## config.mk

```make
export PLATFORM = sky130hd
export DESIGN_NAME = bbmq_prod_track
export DESIGN_NICKNAME = d
export VERILOG_FILES = /design/src/bbmq_pkg.sv /design/src/bbmq_prod_track.sv
export SDC_FILE = /design/constraint.sdc
export NUM_CORES = 1
export LEC_CHECK = 0
export BUFFER_PORTS_ARGS = -buffer_cell sky130_fd_sc_hd__buf_2
export CAP_MARGIN = 25
export CORE_ASPECT_RATIO = 1.4
export CORE_MARGIN = 2
export CORE_UTILIZATION = 51
export DETAILED_ROUTE_END_ITERATION = 7
export PLACE_DENSITY_LB_ADDON = 0.3
export SLEW_MARGIN = 20
export SYNTH_ARGS = -nofsm -noshare
export SYNTH_HDL_FRONTEND = slang
export SYNTH_SLANG_ARGS = --single-unit
```

## constraint.sdc

```tcl
create_clock -name clk -period 3.3 [get_ports clk]
set_input_delay 0.165 -clock clk [delete_from_list [all_inputs] [get_ports clk]]
set_output_delay 0.165 -clock clk [all_outputs]
set_load 0.05 [all_outputs]
```

## src/bbmq_pkg.sv

```systemverilog
// shared types, codes and constants of the byte budget message queue
package bbmq_pkg;

  // field widths of the request and result items
  localparam int OPCODE_W = 2;
  localparam int SIZE_W   = 32;
  localparam int HANDLE_W = 64;
  localparam int PID_W    = 6;
  localparam int STATUS_W = 2;
  localparam int PTOT_W   = 7;

  // configuration port
  localparam int CFG_IDX_W  = 1;
  localparam int CFG_DATA_W = 32;

  // default sizing
  localparam int DEF_SLOT_DEPTH    = 64;
  localparam int DEF_MAX_PRODUCERS = 64;

  // reset values of the configuration registers
  localparam logic [SIZE_W-1:0] CAPACITY_RST = 32'd65536;
  localparam logic [PTOT_W-1:0] PTOTAL_RST   = 7'd1;

  // register indexes
  typedef enum logic [CFG_IDX_W-1:0] {
    CFG_CAPACITY = 1'b0,
    CFG_PTOTAL   = 1'b1
  } cfg_idx_t;

  // request opcodes
  typedef enum logic [OPCODE_W-1:0] {
    OP_ADD    = 2'd0,
    OP_REMOVE = 2'd1,
    OP_FINISH = 2'd2,
    OP_QUERY  = 2'd3
  } op_t;

  // result status codes
  typedef enum logic [STATUS_W-1:0] {
    ST_DONE    = 2'd0,
    ST_REFUSED = 2'd1,
    ST_DROPPED = 2'd2,
    ST_WOULDBL = 2'd3
  } status_t;

  // one message descriptor
  typedef struct packed {
    logic [HANDLE_W-1:0] handle;
    logic [SIZE_W-1:0]   size;
  } desc_t;

  // producer tracker status toward the queue control
  typedef struct packed {
    logic closed;
    logic closed_nxt;
  } prod_stat_t;

endpackage

```

## src/bbmq_prod_track.sv

```systemverilog
// finished producer map, finished count and closed flag
module bbmq_prod_track #(
  parameter int MAX_PRODUCERS = bbmq_pkg::DEF_MAX_PRODUCERS
) (
  input  logic                        clk,
  input  logic                        rst_n,
  input  logic                        mark_en,
  input  logic [bbmq_pkg::PID_W-1:0]  pid,
  input  logic [bbmq_pkg::PTOT_W-1:0] ptotal,
  output bbmq_pkg::prod_stat_t        stat
);
  import bbmq_pkg::*;

  logic [MAX_PRODUCERS-1:0] fin_map_r, fin_map_nxt;
  logic [MAX_PRODUCERS-1:0] hit;
  logic [PTOT_W-1:0]        fin_cnt_r, fin_cnt_nxt;
  logic                     new_mark;

  // decode the producer id; ids past the map hit nothing
  always_comb begin
    for (int i = 0; i < MAX_PRODUCERS; i++) begin
      hit[i] = (pid == PID_W'(i));
    end
  end

  // only a first mark of a producer counts
  always_comb begin
    new_mark    = mark_en && |(hit & ~fin_map_r);
    fin_map_nxt = new_mark ? (fin_map_r | hit) : fin_map_r;
    fin_cnt_nxt = new_mark ? fin_cnt_r + 1'b1 : fin_cnt_r;
  end

  always_ff @(posedge clk) begin
    if (!rst_n) begin
      fin_map_r <= '0;
      fin_cnt_r <= '0;
    end else begin
      fin_map_r <= fin_map_nxt;
      fin_cnt_r <= fin_cnt_nxt;
    end
  end

  // closed once enough distinct producers are done
  assign stat.closed     = (fin_cnt_r >= ptotal);
  assign stat.closed_nxt = (fin_cnt_nxt >= ptotal);

endmodule

```

==> load_flow_metrics.sql <==
INSERT INTO impl_metrics (metric_group, metric, value, unit) VALUES
('clock_tree', 'clock-root-buffer', 'clkbuf_8', ''),
('die', 'core_region_area', '6982', 'µm²'),
('worst_setup_path', 'critPathMaxFanout', '4', ''),
('yosys', 'synth.top_cells.by_count', '78 x nand2_1, 71 x dfxtp_1, 63 x o21ai_0', ''),
('die', 'die_height', '104.3', 'µm'),
('worst_setup_path', 'worstSetupEndpointType', 'primary output', ''),
('timing', 'totalNegativeSetupSlack', '-624.3', 'ps'),
('route', 'detail_route.wl_per_cell', '17.15', 'µm'),
('yosys', 'synth.lib_cells_used.distinct', '59', ''),
('route', 'wl', '9795', 'µm'),
('yosys', 'yosys_register_bits', '71', ''),
('global_routing', 'globalRoute.totalOverflow', '0', ''),
('worst_setup_path', 'critical_path_class', 'register to primary output', ''),
('final_layout', 'num-nets-final', '504', ''),
('timing', 'setup_repair_after_global_routing_missed_its_margin', 'true', ''),
('route', 'initialDrtViolationCount', '203', ''),
('global_routing', 'largest_net_degree_at_the_start_of_global_routing', '70', ''),
('global_routing', 'first_global_vias', '3265', ''),
('clock_tree', 'worst_skew_pair_latency', '360', 'ps'),
('place', 'gp_congestion', '0.9475', ''),
('timing', 'max_slew_margin', '55.40', '%'),
('worst_setup_path', 'critPathRequiredTime', '3130', 'ps'),
('run_status', 'run_status', 'finished with violations', ''),
('timing', 'setup_viol', '1', ''),
('global_routing', 'wire_length_of_the_first_global_routing_pass', '15390', 'µm'),
('place', 'hpwlAfterDp', '7129', 'µm'),
('clock_tree', 'clk_pin_slew', '70', 'ps'),
('power_and_ir_drop', 'power_density', '400.2', 'nW/µm²'),
('worst_setup_path', 'crit-reg2reg-capture', 'fin_map_r[21]', ''),
('power_and_ir_drop', 'design_power_total', '1.755', 'mW'),
('place', 'post_dp_cell_area', '4151', 'µm²'),
('die', 'fp-row-count', '36', ''),
('yosys', 'syn_area', '3665', 'µm²'),
('route', 'route.detailed.vias_per_inst', '5.774', ''),
('worst_setup_path', 'worst-endpoint-arrival', '3760', 'ps'),
('yosys', 'postSynth.asyncResetShare', '0', '%'),
('timing', 'hold_viol', '0', ''),
('route', 'remaining_drc_errors', '0', ''),
('timing', 'slew_viol_final', '0', ''),
('worst_setup_path', 'timing.reg2reg.worst_path_depth', '8', ''),
('yosys', 'seq_area_frac_synth', '38.78', '%'),
('clock_tree', 'ctsHtreeMaxLevel', '3', ''),
('timing', 'worst_pin_slew', '669.0', 'ps'),
('worst_setup_path', 'launch_instance_of_the_worst_register_to_register_path', 'fin_map_r[7]', ''),
('worst_setup_path', 'timing.critical_path.cells', 'mux4_2 > nor3b_2 > nor2_1 > o32ai_2 > o31ai_4 > xnor2_2 > ha_1 > nand2b_4 > a21o_1 > a21o_1 > a21o_1 > a21o_1 > a21o_1 > a21o_4 > buf_8', ''),
('die', 'floorplan.io_pins', '18', ''),
('timing', 'hold_ws', '153.0', 'ps'),
('yosys', 'number_of_flops_mapped_to_enable_cells_by_yosys', '0', ''),
('yosys', 'yosys-top-cells-area', 'dfxtp_1 39%, o21ai_0 8.6%, nand2_1 8.0%', ''),
('clock_tree', 'cts-root-to-sink-buffers', '2', ''),
('worst_hold_path', 'start_point_of_the_worst_hold_path', 'rst_n', ''),
('yosys', 'yosys_top_cell_area_share', '38.78', '%'),
('run_status', 'violated_checks', 'setup timing', ''),
('route', 'drt.antenna.violating_nets', '0', ''),
('route', 'num_vias', '3297', ''),
('power_and_ir_drop', 'vdd_ir_drop_max', '287.4', 'µV'),
('die', 'die_w', '75.65', 'µm'),
('place', 'detailedPlace.worstSlack', '-595.3', 'ps'),
('timing', 'final.min_clock_period', '3924', 'ps'),
('die', 'floorplan.initialDensity', '52.49', '%'),
('worst_hold_path', 'min-delay-path-class', 'primary input to register', ''),
('yosys', 'yosys_warnings', '0', ''),
('worst_hold_path', 'hold_path_end', 'fin_cnt_r[0]', ''),
('yosys', 'synthDominantAreaCellType', 'dfxtp_1', ''),
('timing', 'timing.final.ws_setup', '-624.3', 'ps'),
('worst_setup_path', 'critPathSlowestCell', 'mux4_2', ''),
('clock_tree', 'clock_tree_from_tritoncts', 'built', ''),
('clock_tree', 'cts_inserted_buffers', '9', ''),
('yosys', 'synthesis.instances', '425', ''),
('final_layout', 'antenna-diode-count', '0', ''),
('clock_tree', 'cts.sinks', '71', '');
==> routing by layer <==
metal	part of all wire (%)	vias up	track usage (%)
met5	0	-	0
met4	3.7	0	15.79
met3	4.0	27	4.457
met2	53	80	46.83
met1	39	1565	27.57
li1	-	1625	-
==> state kept, by name (all words and copies together), names as in the netlist <==
register,cells
fin_map_r,64
fin_cnt_r,7
==> cell type report <==
cell class / count / area, µm²
timing repair buffer: 70 / 530.5
clock inverter: 1 / 5.005
sequential: 71 / 1425
fill: 631 / 2596
inverter: 10 / 37.54
multi-input combinational: 311 / 2110
tap: 95 / 118.9
clock buffer: 13 / 158.9
==> cell usage in the layout, fill, tap and decap left out, drive strengths merged, types with 3 or more instances in the layout <==
| cell | instances |
|---|---|
| nor4b | 4 |
| a21oi | 5 |
| mux2 | 9 |
| a211oi | 3 |
| a21o | 12 |
| nor4bb | 4 |
| nand4b | 3 |
| nor3 | 5 |
| nor3b | 6 |
| or4b | 3 |
| inv | 10 |
| o32ai | 4 |
| or3 | 12 |
| ha | 15 |
| o31ai | 3 |
| nand2b | 8 |
| dfxtp | 71 |
| nand3b | 3 |
| buf | 70 |
| nand4bb | 3 |
| nor2b | 4 |
| o21ai | 74 |
| or4 | 4 |
| clkbuf | 13 |
| nor2 | 9 |
| nand2 | 78 |
| nand3 | 9 |
| mux2i | 5 |
==> repair_timing <==
item / CTS / global route
endpoints found under the hold margin: 0 / 0
pin swaps: 4 / 6
resized for setup: 7 / 9
setup endpoints to repair: 1 / 1
buffers inserted: 0 / 1
hold buffers: 0 / 0
==> how the worst max path moves through the flow <==
| stage | endpoint | cells past startpoint | slack [ps] | start |
|---|---|---|---|---|
| CTS | stat[0] | 15 | -570 | fin_map_r[7] |
| detailed placement | stat[0] | 17 | -600 | pid[4] |
| global placement | stat[0] | 17 | -530 | pid[4] |
| finish | stat[0] | 15 | -620 | fin_map_r[7] |
| global route | stat[0] | 15 | -730 | fin_map_r[7] |
| floorplan | stat[0] | 17 | 10 | pid[1] |
==> worst max-delay path, delay by kind of cell, from the launching register on <==
kind / cells / cell delay, ps
AOI/OAI and AO/OA: 8 / 1590
muxes: 1 / 470
and+or+nand+nor: 3 / 400
DFF: 1 / 320
adders and majority gates: 1 / 320
xor gates and xnor gates: 1 / 170
buffers and inverters: 1 / 140
==> per-stage QoR <==
stage	utilization, %	cells
floorplan	-	425
global placement	59.46	557
global route	62.81	571
detailed placement	59.46	557
finish	62.81	571
CTS	62.24	570
==> cell families after synthesis <==
family	Yosys count	share of synthesized area [%]
AND/OR/NAND/NOR	162	23.90
buffers and inverters	43	6.043
flip-flops	71	38.78
adder cells (fa/ha/maj)	15	5.121
AO/OA/AOI/OAI	116	20.69
multiplexers	15	4.746
XOR/XNOR	3	0.7171
==> report_power, final <==
| part | total [mW] | switching, mW | internal [mW] |
|---|---|---|---|
| combinational | 0.284 | 0.151 | 0.132 |
| sequential | 0.874 | 0.00790 | 0.866 |
| clock | 0.598 | 0.293 | 0.304 |
| total | 1.76 | 0.452 | 1.30 |
Power figures use the tool's default switching activity.
